<file path="src/rtl/core/vmar_pkg.sv">
// ---------------------------------------------------------------------------
// VU meter package
// Widths, constants, types and helpers shared by the VU meter modules.
// ---------------------------------------------------------------------------
`timescale 1ns / 1ps

package vmar_pkg;

    localparam int LED_COUNT = 32;

    localparam int SMP_W  = 11;
    localparam int LVL_W  = 10;
    localparam int DB_W   = 14;
    localparam int BAR_W  = 6;
    localparam int PER_W  = 10;
    localparam int ADJ_W  = 16;
    localparam int SINCE_W = 17;
    localparam int DIVR_W = 4;
    localparam int CFG_IDX_W = 3;
    localparam int CFG_DATA_W = 16;

    localparam int CAP   = (LED_COUNT < 63) ? LED_COUNT : 63;
    localparam int DVD_W = DB_W + $clog2(LED_COUNT + 1);
    localparam int DCNT_W = $clog2(DVD_W + 1);

    // log2 datapath: Q30 mantissa, Q16 result
    localparam int M_W   = 31;
    localparam int P_W   = 2 * M_W;
    localparam int R_W   = 20;
    localparam int STEP_W = 6;
    localparam logic [STEP_W-1:0] LOG_STEPS = STEP_W'(32);
    localparam logic [M_W-1:0] LOG_K = M_W'(394566);

    localparam logic [LVL_W-1:0] LVL_MAX = '1;
    localparam logic [PER_W-1:0] PER_MAX = '1;
    localparam logic [SINCE_W-1:0] SINCE_MAX = '1;
    localparam logic [DB_W-1:0] DB_MAX = '1;

    localparam logic [PER_W-1:0] RST_PERIOD = PER_W'(50);
    localparam logic [DB_W-1:0] RST_FLOOR = DB_W'(128);
    localparam logic [ADJ_W-1:0] RST_ADJUST = ADJ_W'(1000);
    localparam logic [DB_W-1:0] RST_MIN_RANGE = DB_W'(512);
    localparam logic [DIVR_W-1:0] RST_DECAY = DIVR_W'(5);
    localparam logic [DB_W-1:0] RST_FULL_SCALE = DB_W'(512);

    typedef enum logic [CFG_IDX_W-1:0] {
        CFG_PERIOD    = 3'd0,
        CFG_FLOOR     = 3'd1,
        CFG_ADJUST    = 3'd2,
        CFG_MIN_RANGE = 3'd3,
        CFG_DECAY     = 3'd4
    } cfg_idx_t;

    typedef enum logic [2:0] {
        ST_IDLE,
        ST_INIT,
        ST_LOG,
        ST_MULK,
        ST_DB,
        ST_DIV,
        ST_DONE
    } state_t;

    typedef struct packed {
        logic [M_W-1:0] a;
        logic [M_W-1:0] b;
    } mul_op_t;

    typedef struct packed {
        logic             start;
        logic [DVD_W-1:0] dividend;
        logic [DB_W-1:0]  divisor;
    } div_req_t;

    typedef struct packed {
        logic             done;
        logic [DVD_W-1:0] quotient;
    } div_rsp_t;

    // position of the highest set bit, 0 for zero
    function automatic logic [3:0] msb_pos(input logic [LVL_W-1:0] x);
        logic [3:0] n;
        n = '0;
        for (int i = 1; i < LVL_W; i++) begin
            if (x[i])
            begin
                n = 4'(i);
            end
        end
        return n;
    endfunction

endpackage

</file>
<file path="src/rtl/core/vmar_mul.sv">
// ---------------------------------------------------------------------------
// VU meter shared multiplier
// Registered 31x31 multiplier used for log squaring and dB scaling.
// ---------------------------------------------------------------------------
`timescale 1ns / 1ps

module vmar_mul
(
    input  logic                    clk,
    input  vmar_pkg::mul_op_t       op,
    output logic [vmar_pkg::P_W-1:0] prod_reg
);

    logic [vmar_pkg::P_W-1:0] prod_next;

    assign prod_next = vmar_pkg::P_W'(op.a) * vmar_pkg::P_W'(op.b);

    always_ff @(posedge clk)
    begin
        prod_reg <= prod_next;
    end

endmodule

</file>
<file path="src/rtl/core/vmar_div.sv">
// ---------------------------------------------------------------------------
// VU meter bar divider
// Restoring shift-subtract divider, one quotient bit per cycle.
// ---------------------------------------------------------------------------
`timescale 1ns / 1ps

module vmar_div
(
    input  logic               clk,
    input  logic               rst_n,
    input  vmar_pkg::div_req_t req,
    output vmar_pkg::div_rsp_t rsp
);

    logic [vmar_pkg::DCNT_W-1:0] cnt_reg, cnt_next;
    logic                        done_reg, done_next;
    logic [vmar_pkg::DVD_W-1:0]  dvd_reg, dvd_next;
    logic [vmar_pkg::DB_W-1:0]   rem_reg, rem_next;
    logic [vmar_pkg::DB_W-1:0]   dvs_reg, dvs_next;
    logic [vmar_pkg::DB_W:0]     rem_sh;
    logic                        ge;

    always_comb
    begin
        cnt_next  = cnt_reg;
        done_next = 1'b0;
        dvd_next  = dvd_reg;
        rem_next  = rem_reg;
        dvs_next  = dvs_reg;
        rem_sh    = {rem_reg, dvd_reg[vmar_pkg::DVD_W-1]};
        ge        = rem_sh >= {1'b0, dvs_reg};
        if (req.start)
        begin
            cnt_next = vmar_pkg::DCNT_W'(vmar_pkg::DVD_W);
            dvd_next = req.dividend;
            rem_next = '0;
            dvs_next = req.divisor;
        end
        else if (cnt_reg != '0)
        begin
            cnt_next = cnt_reg - 1'b1;
            dvd_next = {dvd_reg[vmar_pkg::DVD_W-2:0], ge};
            rem_next = ge ? vmar_pkg::DB_W'(rem_sh - {1'b0, dvs_reg})
                          : vmar_pkg::DB_W'(rem_sh);
            if (cnt_reg == vmar_pkg::DCNT_W'(1))
            begin
                done_next = 1'b1;
            end
        end
    end

    always_ff @(posedge clk or negedge rst_n)
    begin
        if (!rst_n)
        begin
            cnt_reg  <= '0;
            done_reg <= 1'b0;
        end
        else
        begin
            cnt_reg  <= cnt_next;
            done_reg <= done_next;
        end
    end

    always_ff @(posedge clk)
    begin
        dvd_reg <= dvd_next;
        rem_reg <= rem_next;
        dvs_reg <= dvs_next;
    end

    assign rsp.done     = done_reg;
    assign rsp.quotient = dvd_reg;

endmodule

</file>
<file path="src/rtl/core/vu_meter_auto_range_peak_hold.sv">
// ---------------------------------------------------------------------------
// VU meter with auto range and peak hold
// Tracks per-period sample extremes, computes 20*log10(max/min) in Q8,
// scales it to an LED bar against an auto-ranging full scale, and keeps
// a slowly falling peak dot.
// ---------------------------------------------------------------------------
//  channel   signals                                  direction
//  in        in_valid/in_stall, sample_level, ms_tick  item in
//  out       out_valid/out_stall, bar_level, peak_dot,
//            db_value_q8                               item out
//  cfg       cfg_valid/cfg_ready, cfg_index, cfg_data  register write
//
//  An item that does not close a period is taken without raising in_stall.
//  A closing item holds in_stall through setup (ST_INIT), both log2 values
//  through the shared multiplier (ST_LOG, hi and lo interleaved), dB
//  scaling (ST_MULK, ST_DB), the bar divider (start, DVD_W quotient bits,
//  result) and the output load (ST_DONE). With a zero full scale the
//  divider is skipped. in_stall stays high longer while a stalled result
//  blocks the output load. No clearing pass after reset.
// ---------------------------------------------------------------------------
`timescale 1ns / 1ps

module vu_meter_auto_range_peak_hold
(
    input  logic                              clk,
    input  logic                              rst_n,
    input  logic                              in_valid,
    output logic                              in_stall,
    input  logic [vmar_pkg::SMP_W-1:0]        sample_level,
    input  logic                              ms_tick,
    output logic                              out_valid,
    input  logic                              out_stall,
    output logic [vmar_pkg::BAR_W-1:0]        bar_level,
    output logic [vmar_pkg::BAR_W-1:0]        peak_dot,
    output logic [vmar_pkg::DB_W-1:0]         db_value_q8,
    input  logic                              cfg_valid,
    output logic                              cfg_ready,
    input  logic [vmar_pkg::CFG_IDX_W-1:0]    cfg_index,
    input  logic [vmar_pkg::CFG_DATA_W-1:0]   cfg_data
);

    vmar_pkg::state_t state_reg, state_next;

    logic [vmar_pkg::PER_W-1:0]   period_cfg_reg, period_cfg_next;
    logic [vmar_pkg::DB_W-1:0]    floor_cfg_reg, floor_cfg_next;
    logic [vmar_pkg::ADJ_W-1:0]   adjust_cfg_reg, adjust_cfg_next;
    logic [vmar_pkg::DB_W-1:0]    min_range_cfg_reg, min_range_cfg_next;
    logic [vmar_pkg::DIVR_W-1:0]  decay_cfg_reg, decay_cfg_next;

    logic                         open_reg, open_next;
    logic [vmar_pkg::PER_W-1:0]   elapsed_reg, elapsed_next;
    logic [vmar_pkg::SINCE_W-1:0] since_reg, since_next;
    logic [vmar_pkg::LVL_W-1:0]   high_reg, high_next;
    logic [vmar_pkg::LVL_W-1:0]   low_reg, low_next;
    logic [vmar_pkg::DB_W-1:0]    loudest_reg, loudest_next;
    logic [vmar_pkg::DB_W-1:0]    full_scale_reg, full_scale_next;
    logic [vmar_pkg::BAR_W-1:0]   held_reg, held_next;
    logic [vmar_pkg::DIVR_W-1:0]  phase_reg, phase_next;
    logic [vmar_pkg::STEP_W-1:0]  step_reg, step_next;
    logic                         out_valid_reg, out_valid_next;

    logic [vmar_pkg::M_W-1:0]     m_hi_reg, m_hi_next, m_lo_reg, m_lo_next;
    logic [vmar_pkg::R_W-1:0]     r_hi_reg, r_hi_next, r_lo_reg, r_lo_next;
    logic                         zero_db_reg, zero_db_next;
    logic [vmar_pkg::DB_W-1:0]    db_reg, db_next;
    logic [vmar_pkg::BAR_W-1:0]   bar_reg, bar_next;
    logic [vmar_pkg::BAR_W-1:0]   out_bar_reg, out_bar_next;
    logic [vmar_pkg::BAR_W-1:0]   out_peak_reg, out_peak_next;
    logic [vmar_pkg::DB_W-1:0]    out_db_reg, out_db_next;

    vmar_pkg::mul_op_t            mul_op;
    logic [vmar_pkg::P_W-1:0]     prod_reg;
    vmar_pkg::div_req_t           div_req;
    vmar_pkg::div_rsp_t           div_rsp;

    // working values
    logic [vmar_pkg::LVL_W-1:0]   lo_eff;
    logic [3:0]                   n_hi, n_lo;
    logic [4:0]                   upd_k;
    logic [3:0]                   upd_bit;
    logic [31:0]                  sq;
    logic [vmar_pkg::M_W-1:0]     m_upd;
    logic                         r_set;
    logic [vmar_pkg::R_W-1:0]     d_log;
    logic [vmar_pkg::DB_W-1:0]    v_sat;
    logic [vmar_pkg::DB_W-1:0]    db_calc;
    logic [vmar_pkg::DB_W-1:0]    loud_max;
    logic [vmar_pkg::DIVR_W:0]    phase_inc;
    logic [vmar_pkg::DIVR_W-1:0]  decay_eff;
    logic [vmar_pkg::DIVR_W-1:0]  phase_new;

    vmar_mul u_mul
    (
        .clk      (clk),
        .op       (mul_op),
        .prod_reg (prod_reg)
    );

    vmar_div u_div
    (
        .clk   (clk),
        .rst_n (rst_n),
        .req   (div_req),
        .rsp   (div_rsp)
    );

    assign in_stall    = (state_reg != vmar_pkg::ST_IDLE);
    assign cfg_ready   = 1'b1;
    assign out_valid   = out_valid_reg;
    assign bar_level   = out_bar_reg;
    assign peak_dot    = out_peak_reg;
    assign db_value_q8 = out_db_reg;

    // config writes
    always_comb
    begin
        period_cfg_next    = period_cfg_reg;
        floor_cfg_next     = floor_cfg_reg;
        adjust_cfg_next    = adjust_cfg_reg;
        min_range_cfg_next = min_range_cfg_reg;
        decay_cfg_next     = decay_cfg_reg;
        if (cfg_valid && cfg_ready)
        begin
            case (vmar_pkg::cfg_idx_t'(cfg_index))
                vmar_pkg::CFG_PERIOD:    period_cfg_next    = cfg_data[vmar_pkg::PER_W-1:0];
                vmar_pkg::CFG_FLOOR:     floor_cfg_next     = cfg_data[vmar_pkg::DB_W-1:0];
                vmar_pkg::CFG_ADJUST:    adjust_cfg_next    = cfg_data[vmar_pkg::ADJ_W-1:0];
                vmar_pkg::CFG_MIN_RANGE: min_range_cfg_next = cfg_data[vmar_pkg::DB_W-1:0];
                vmar_pkg::CFG_DECAY:     decay_cfg_next     = cfg_data[vmar_pkg::DIVR_W-1:0];
                default: ;
            endcase
        end
    end

    always_comb
    begin
        lo_eff   = (low_reg == '0) ? vmar_pkg::LVL_W'(1) : low_reg;
        n_hi     = vmar_pkg::msb_pos(high_reg);
        n_lo     = vmar_pkg::msb_pos(lo_eff);
        upd_k    = 5'(step_reg - 1'b1);
        upd_bit  = ~upd_k[4:1];
        sq       = prod_reg[61:30];
        r_set    = sq[31];
        m_upd    = r_set ? sq[31:1] : sq[30:0];
        d_log    = r_hi_reg - r_lo_reg;
        v_sat    = (prod_reg[vmar_pkg::P_W-1:24 + vmar_pkg::DB_W] != '0) ? vmar_pkg::DB_MAX
                                                                         : prod_reg[37:24];
        db_calc  = (zero_db_reg || (v_sat < floor_cfg_reg)) ? '0 : v_sat;
        loud_max = (db_reg > loudest_reg) ? db_reg : loudest_reg;
        decay_eff = (decay_cfg_reg == '0) ? vmar_pkg::DIVR_W'(1) : decay_cfg_reg;
        phase_inc = {1'b0, phase_reg} + 1'b1;
        phase_new = (phase_inc >= {1'b0, decay_eff}) ? '0 : phase_inc[vmar_pkg::DIVR_W-1:0];
    end

    always_comb
    begin
        state_next      = state_reg;
        open_next       = open_reg;
        elapsed_next    = elapsed_reg;
        since_next      = since_reg;
        high_next       = high_reg;
        low_next        = low_reg;
        loudest_next    = loudest_reg;
        full_scale_next = full_scale_reg;
        held_next       = held_reg;
        phase_next      = phase_reg;
        step_next       = step_reg;
        m_hi_next       = m_hi_reg;
        m_lo_next       = m_lo_reg;
        r_hi_next       = r_hi_reg;
        r_lo_next       = r_lo_reg;
        zero_db_next    = zero_db_reg;
        db_next         = db_reg;
        bar_next        = bar_reg;
        out_bar_next    = out_bar_reg;
        out_peak_next   = out_peak_reg;
        out_db_next     = out_db_reg;
        out_valid_next  = out_valid_reg && out_stall;
        mul_op.a        = step_reg[0] ? m_lo_reg : m_hi_reg;
        mul_op.b        = step_reg[0] ? m_lo_reg : m_hi_reg;
        div_req.start    = 1'b0;
        div_req.dividend = vmar_pkg::DVD_W'(db_reg) * vmar_pkg::DVD_W'(vmar_pkg::LED_COUNT);
        div_req.divisor  = full_scale_reg;

        case (state_reg)
            vmar_pkg::ST_IDLE:
            begin
                if (in_valid)
                begin
                    if (ms_tick && (since_reg != vmar_pkg::SINCE_MAX))
                    begin
                        since_next = since_reg + 1'b1;
                    end
                    if (!open_reg)
                    begin
                        open_next    = 1'b1;
                        elapsed_next = '0;
                        high_next    = '0;
                        low_next     = vmar_pkg::LVL_MAX;
                    end
                    else if (ms_tick && (elapsed_reg != vmar_pkg::PER_MAX))
                    begin
                        elapsed_next = elapsed_reg + 1'b1;
                    end
                    if (!sample_level[vmar_pkg::SMP_W-1])
                    begin
                        if (sample_level[vmar_pkg::LVL_W-1:0] > high_next)
                        begin
                            high_next = sample_level[vmar_pkg::LVL_W-1:0];
                        end
                        if (sample_level[vmar_pkg::LVL_W-1:0] < low_next)
                        begin
                            low_next = sample_level[vmar_pkg::LVL_W-1:0];
                        end
                    end
                    if (elapsed_next >= period_cfg_reg)
                    begin
                        state_next = vmar_pkg::ST_INIT;
                    end
                end
            end

            vmar_pkg::ST_INIT:
            begin
                m_hi_next    = vmar_pkg::M_W'(high_reg) << (5'd30 - 5'(n_hi));
                m_lo_next    = vmar_pkg::M_W'(lo_eff) << (5'd30 - 5'(n_lo));
                r_hi_next    = vmar_pkg::R_W'({n_hi, 16'b0});
                r_lo_next    = vmar_pkg::R_W'({n_lo, 16'b0});
                zero_db_next = (high_reg <= lo_eff);
                step_next    = '0;
                state_next   = vmar_pkg::ST_LOG;
            end

            // even steps square hi, odd steps square lo; the registered product is used at the next step
            vmar_pkg::ST_LOG:
            begin
                if (step_reg != '0)
                begin
                    if (upd_k[0])
                    begin
                        m_lo_next = m_upd;
                        r_lo_next[upd_bit] = r_set;
                    end
                    else
                    begin
                        m_hi_next = m_upd;
                        r_hi_next[upd_bit] = r_set;
                    end
                end
                step_next = step_reg + 1'b1;
                if (step_reg == vmar_pkg::LOG_STEPS)
                begin
                    state_next = vmar_pkg::ST_MULK;
                end
            end

            vmar_pkg::ST_MULK:
            begin
                mul_op.a   = vmar_pkg::M_W'(d_log);
                mul_op.b   = vmar_pkg::LOG_K;
                state_next = vmar_pkg::ST_DB;
            end

            vmar_pkg::ST_DB:
            begin
                db_next = db_calc;
                if (full_scale_reg == '0)
                begin
                    bar_next   = (db_calc != '0) ? vmar_pkg::BAR_W'(vmar_pkg::CAP) : '0;
                    state_next = vmar_pkg::ST_DONE;
                end
                else
                begin
                    state_next = vmar_pkg::ST_DIV;
                end
            end

            // step is still nonzero from the log loop on entry
            vmar_pkg::ST_DIV:
            begin
                if (step_reg != '0)
                begin
                    div_req.start = 1'b1;
                    step_next     = '0;
                end
                else if (div_rsp.done)
                begin
                    bar_next = (div_rsp.quotient > vmar_pkg::DVD_W'(vmar_pkg::CAP))
                             ? vmar_pkg::BAR_W'(vmar_pkg::CAP)
                             : div_rsp.quotient[vmar_pkg::BAR_W-1:0];
                    state_next = vmar_pkg::ST_DONE;
                end
            end

            vmar_pkg::ST_DONE:
            begin
                if (!out_valid_reg || !out_stall)
                begin
                    phase_next = phase_new;
                    if (since_reg <= vmar_pkg::SINCE_W'(adjust_cfg_reg))
                    begin
                        loudest_next = loud_max;
                    end
                    else
                    begin
                        since_next      = '0;
                        full_scale_next = (loud_max > min_range_cfg_reg) ? loud_max
                                                                         : min_range_cfg_reg;
                        loudest_next    = '0;
                    end
                    if (bar_reg > held_reg)
                    begin
                        held_next = bar_reg;
                    end
                    else if ((held_reg != '0) && (phase_new == '0))
                    begin
                        held_next = held_reg - 1'b1;
                    end
                    open_next      = 1'b0;
                    out_bar_next   = bar_reg;
                    out_peak_next  = held_next;
                    out_db_next    = db_reg;
                    out_valid_next = 1'b1;
                    state_next     = vmar_pkg::ST_IDLE;
                end
            end

            default:
            begin
                state_next = vmar_pkg::ST_IDLE;
            end
        endcase
    end

    always_ff @(posedge clk or negedge rst_n)
    begin
        if (!rst_n)
        begin
            state_reg         <= vmar_pkg::ST_IDLE;
            period_cfg_reg    <= vmar_pkg::RST_PERIOD;
            floor_cfg_reg     <= vmar_pkg::RST_FLOOR;
            adjust_cfg_reg    <= vmar_pkg::RST_ADJUST;
            min_range_cfg_reg <= vmar_pkg::RST_MIN_RANGE;
            decay_cfg_reg     <= vmar_pkg::RST_DECAY;
            open_reg          <= 1'b0;
            elapsed_reg       <= '0;
            since_reg         <= '0;
            high_reg          <= '0;
            low_reg           <= vmar_pkg::LVL_MAX;
            loudest_reg       <= '0;
            full_scale_reg    <= vmar_pkg::RST_FULL_SCALE;
            held_reg          <= '0;
            phase_reg         <= '0;
            step_reg          <= '0;
            out_valid_reg     <= 1'b0;
        end
        else
        begin
            state_reg         <= state_next;
            period_cfg_reg    <= period_cfg_next;
            floor_cfg_reg     <= floor_cfg_next;
            adjust_cfg_reg    <= adjust_cfg_next;
            min_range_cfg_reg <= min_range_cfg_next;
            decay_cfg_reg     <= decay_cfg_next;
            open_reg          <= open_next;
            elapsed_reg       <= elapsed_next;
            since_reg         <= since_next;
            high_reg          <= high_next;
            low_reg           <= low_next;
            loudest_reg       <= loudest_next;
            full_scale_reg    <= full_scale_next;
            held_reg          <= held_next;
            phase_reg         <= phase_next;
            step_reg          <= step_next;
            out_valid_reg     <= out_valid_next;
        end
    end

    always_ff @(posedge clk)
    begin
        m_hi_reg     <= m_hi_next;
        m_lo_reg     <= m_lo_next;
        r_hi_reg     <= r_hi_next;
        r_lo_reg     <= r_lo_next;
        zero_db_reg  <= zero_db_next;
        db_reg       <= db_next;
        bar_reg      <= bar_next;
        out_bar_reg  <= out_bar_next;
        out_peak_reg <= out_peak_next;
        out_db_reg   <= out_db_next;
    end

endmodule

</file>
<file path="config.mk">
export PLATFORM = sky130hd
export DESIGN_NAME = vu_meter_auto_range_peak_hold
export DESIGN_NICKNAME = d
export VERILOG_FILES = /design/src/rtl/core/vmar_pkg.sv /design/src/rtl/core/vmar_mul.sv /design/src/rtl/core/vmar_div.sv /design/src/rtl/core/vu_meter_auto_range_peak_hold.sv
export SDC_FILE = /design/constraint.sdc
export NUM_CORES = 2
export LEC_CHECK = 0
export BUFFER_PORTS_ARGS = -buffer_cell sky130_fd_sc_hd__buf_2
export CAP_MARGIN = 20
export CORE_MARGIN = 2
export CORE_UTILIZATION = 65
export DETAILED_ROUTE_END_ITERATION = 10
export PLACE_DENSITY = 0.82
export SLEW_MARGIN = 20
export SYNTH_ARGS = -nofsm -noshare
export SYNTH_HDL_FRONTEND = slang
export SYNTH_SLANG_ARGS = --single-unit
</file>
<file path="constraint.sdc">
create_clock -name clk -period 11.2 [get_ports clk]
set_input_delay 1.12 -clock clk [delete_from_list [all_inputs] [get_ports clk]]
set_output_delay 1.12 -clock clk [all_outputs]
set_load 0.005 [all_outputs]
</file>
==> run summary <==
Routability-driven placement finished with a final weighted congestion of 1.088. The worst hold slack was 468.6 ps. The tools report the buffer depth of the longest clock path as 3. Clock-pin slew was measured on the worst setup and hold paths at 60 ps. For the maximum clock rate, the log shows 0.09543 GHz. Entering global routing, the biggest net connects 92 pins.

The most used flip-flop cell after synthesis is sky130_fd_sc_hd__edfxtp_1. Across all register-to-register paths, the minimum setup slack is 720 ps. The kind of start point of the critical path was a register. The timing endpoint of the critical path was u_mul.prod_reg[47]. The die covers 0.08027 sq mm. Data on the critical path arrives at its endpoint at 10,930 ps. Data on the critical path is required at its endpoint by 11,650 ps.

Row generation in the floorplan step produced 102 rows. Overall track demand over capacity in global routing: 37.94%. The post-route netlist has 7.850% of its cells at a drive strength greater than 1. Setup repair after global routing left no endpoint under its margin.

The logs give 6,703 for the synthesized netlist net count and 4 for the initial antenna violation count. By area the synthesized netlist is led by sky130_fd_sc_hd__fa_1, sky130_fd_sc_hd__edfxtp_1, sky130_fd_sc_hd__ha_1. Counting flops with a built-in enable in the synthesized netlist gives 177. Detailed placement ended at an HPWL of 117.4 mm.

The cell sitting at the root of the clock tree is a sky130_fd_sc_hd__clkbuf_16. At the pin with the least slew margin, the transition time is 1234 ps. In the synthesized netlist the async set-or-reset flop fraction comes to 40.51%. Once the floorplan was initialized, standard cells occupied 65.57% of the core. For this run, design rule violations remaining after detail routing come to 0.

On the worst path, the slowest cell contributes a delay of 860 ps. The quantity of gates resized following cts came out at 0. The tools report the number of clock sinks as 395.

The average cell area after synthesis was 9.312 sq um; the count of filler cells inserted in the layout was 5,881. For the worst flop-to-flop path, the logic depth is 33. Hold repair after CTS inserted 0 buffers. Between clock sinks in the finished design, the worst skew comes to 20.71 ps. The run gives 0 as the number of pins exceeding their max-slew limit in the final report.

TritonCTS built the clock tree. The tightest slew margin relative to the limit was 15.41%. The startpoint identified for the worst register-to-register timing path is r_lo_reg[1]. The class of the tightest hold or removal check is reg -> reg. The clock reaches the later pin of the worst-skew pair after 570 ps.

In this run the tool buffered the top-level ports with 63 buffer cells. In this run the worst path has a maximum fanout of 7. Summed over all failing endpoints, the final setup total negative slack is 0 ps. The final cycle utilization of the critical path came out at 93.56%.

The tools report the number of nets in the finished design as 6,728. The post-synthesis cell type with the largest combined area is sky130_fd_sc_hd__fa_1. Max-cap violations in this run came to 0.

The critical path endpoint category was a register. The number of routed nets with antenna violations is 0. The run gives 5,446 as the number of instances in the synthesized netlist. Summing the sequential cell areas from Yosys gives 20.72% of the chip area.

In this run, CTS created clock tree buffers numbering 41. The die is 283.3 um wide. The worst register-to-register path ends at u_mul.prod_reg[47].

Launch point of the critical path: r_lo_reg[1]. The run finished with clean final reports. In the final routed layout, each cell accounts on average for 22.83 um. Cell type of the slowest stage on the worst timing path: sky130_fd_sc_hd__a2bb2oi_1.

Setup violations remaining at the end of the flow were counted as 0. The number of top-level design ports is 65. Critical path class: reg -> reg. The final hold violation count is 0, and the total via count after detailed routing is 39,540. The sum of overflow across all layers after global routing came out at 0. The mapped cell area came out at 0.05071 sq mm. Buffers inserted during post-CTS setup optimization: 0. After synthesis the netlist holds a flip-flop and latch count of 395. The count of different cell masters after synthesis is 83, and the detailed-route vias per instance is 6.041.

The die extent in y was 283.3 um. The number of global-route vias before repair came out at 40,690. The portion of synthesized cell area occupied by the leading cell type was 32.33%; the total detailed-routing wirelength was 149.4 mm. The number of DRC markers after the initial detailed-route iteration was 4,240; the first-pass iteration count of the detailed router was 9.

The layout overhead on the synthesized area works out to 6.363%. The register with the most flip-flops in the layout has 38 of them. The run gives 0.07734 sq mm as the area inside the core boundary. Most prevalent standard cell on the critical path: sky130_fd_sc_hd__fa_1. The clock tree synthesis step divided the H-tree into 2 levels. The total of warnings raised by yosys came out at 0.

The shortest period the worst path allows was 10,480 ps. The first global-routing pass estimated 231.6 mm of wire.
-- worst max-delay path: cells and delay by family (launching register included) --
family	cells	cell delay (ps)
adders and majority gates	10	4520
xor gates and xnor gates	1	130
buffers and inverters	4	270
AOI/OAI and AO/OA	15	4520
DFF	1	440
and+or+nand+nor	3	470
-- layout by cell type (no fill, tap or decap), types with 14 or more instances in the layout --
cell,Yosys,layout
sky130_fd_sc_hd__xnor2_1,61,61
sky130_fd_sc_hd__nand2_1,648,647
sky130_fd_sc_hd__mux2i_1,95,88
sky130_fd_sc_hd__a21oi_1,186,185
sky130_fd_sc_hd__a31oi_1,19,18
sky130_fd_sc_hd__clkbuf_16,0,42
sky130_fd_sc_hd__nand4_1,39,39
sky130_fd_sc_hd__nor2b_1,48,48
sky130_fd_sc_hd__ha_1,402,402
sky130_fd_sc_hd__dfstp_2,24,24
sky130_fd_sc_hd__buf_4,2,109
sky130_fd_sc_hd__o21ai_0,185,185
sky130_fd_sc_hd__a21boi_0,14,14
sky130_fd_sc_hd__nor2_1,529,525
sky130_fd_sc_hd__nor4_1,20,20
sky130_fd_sc_hd__a22o_1,14,14
sky130_fd_sc_hd__nor3_1,51,51
sky130_fd_sc_hd__o21a_1,27,27
sky130_fd_sc_hd__nand2b_1,30,30
sky130_fd_sc_hd__buf_2,5,62
sky130_fd_sc_hd__inv_1,1150,1150
sky130_fd_sc_hd__mux2_2,120,120
sky130_fd_sc_hd__dfrtp_1,136,135
sky130_fd_sc_hd__nand3_1,78,78
sky130_fd_sc_hd__o21bai_1,14,14
sky130_fd_sc_hd__edfxtp_1,177,177
sky130_fd_sc_hd__and2_1,23,23
sky130_fd_sc_hd__fa_1,819,819
sky130_fd_sc_hd__dfxtp_1,58,57
sky130_fd_sc_hd__xor2_1,39,39
sky130_fd_sc_hd__a211oi_1,31,31
sky130_fd_sc_hd__a21o_1,58,58
-- layer usage --
layer	vias to the layer above	GRT usage, %	share of wire [%]
li1	17120	-	-
met1	19380	49.02	36
met2	2364	58.07	45
met3	674	10.34	12
met4	2	21.68	7.2
met5	-	0	0.0087
-- worst min path at each step --
stage,startpoint,endpoint,cells after the start
floorplan,bar_reg[0],bar_level[0],0
global route,bar_reg[0],bar_level[0],0
CTS,u_div.rem_reg[13],u_div.rem_reg[13],2
detailed placement,u_div.rem_reg[13],u_div.rem_reg[13],2
finish,u_div.rem_reg[13],u_div.rem_reg[13],2
global placement,u_div.rem_reg[13],u_div.rem_reg[13],2
-- cells in the mapped netlist (24+ instances only) --
cell type / instances
sky130_fd_sc_hd__nor2_1: 529
sky130_fd_sc_hd__a21oi_1: 186
sky130_fd_sc_hd__xnor2_1: 61
sky130_fd_sc_hd__dfrtp_1: 136
sky130_fd_sc_hd__nor2b_1: 48
sky130_fd_sc_hd__nand3_1: 78
sky130_fd_sc_hd__mux2i_1: 95
sky130_fd_sc_hd__inv_1: 1150
sky130_fd_sc_hd__o21a_1: 27
sky130_fd_sc_hd__nand4_1: 39
sky130_fd_sc_hd__dfstp_2: 24
sky130_fd_sc_hd__ha_1: 402
sky130_fd_sc_hd__clkbuf_1: 163
sky130_fd_sc_hd__dfxtp_1: 58
sky130_fd_sc_hd__edfxtp_1: 177
sky130_fd_sc_hd__mux2_2: 120
sky130_fd_sc_hd__o21ai_0: 185
sky130_fd_sc_hd__a211oi_1: 31
sky130_fd_sc_hd__fa_1: 819
sky130_fd_sc_hd__xor2_1: 39
sky130_fd_sc_hd__a21o_1: 58
sky130_fd_sc_hd__nand2b_1: 30
sky130_fd_sc_hd__nand2_1: 648
sky130_fd_sc_hd__nor3_1: 51
-- kinds of logic (layout without fill, tap and decap cells) --
logic type               after synthesis  after routing  synth area share (%)
AO/OA/AOI/OAI                        626            626                 7.582
XOR/XNOR                             100            100                 1.727
adder cells (fa/ha/maj)             1221           1221                 42.25
buffers and inverters               1349           1406                 10.01
flip-flops                           395            395                 20.72
multiplexers                         221            221                 4.789
other                                  1              3              0.007395
AND/OR/NAND/NOR                     1533           1533                 12.91
-- final cells by class --
| type | instances | area [sq um] | share of cell area, % |
|---|---|---|---|
| diodes | 2 | 5.005 | 0.009279 |
| clock buffers | 55 | 1150 | 2.132 |
| clock inverters | 20 | 202.7 | 0.3758 |
| inverters | 1158 | 4347 | 8.058 |
| multi-input cells | 3702 | 35260 | 65.38 |
| flip-flops and latches | 395 | 10520 | 19.49 |
| well taps | 1040 | 1301 | 2.412 |
| repair buffers | 173 | 1155 | 2.141 |
-- stage by stage --
| step | setup slack, ps | instances | instance area (sq um) | util, % |
|---|---|---|---|---|
| floorplan | 2113 | 5446 | 50710 | - |
| global placement | 1176 | 6467 | 52560 | 67.95 |
| detailed placement | 931.4 | 6468 | 52570 | 67.97 |
| CTS | 926.3 | 6543 | 53920 | 69.72 |
| global route | 229.1 | 6545 | 53940 | 69.74 |
| finish | 721.4 | 6545 | 53940 | 69.74 |
Power is not shown: default switching activity piles up to over one toggle a cycle in this logic, so the estimate is an artifact.
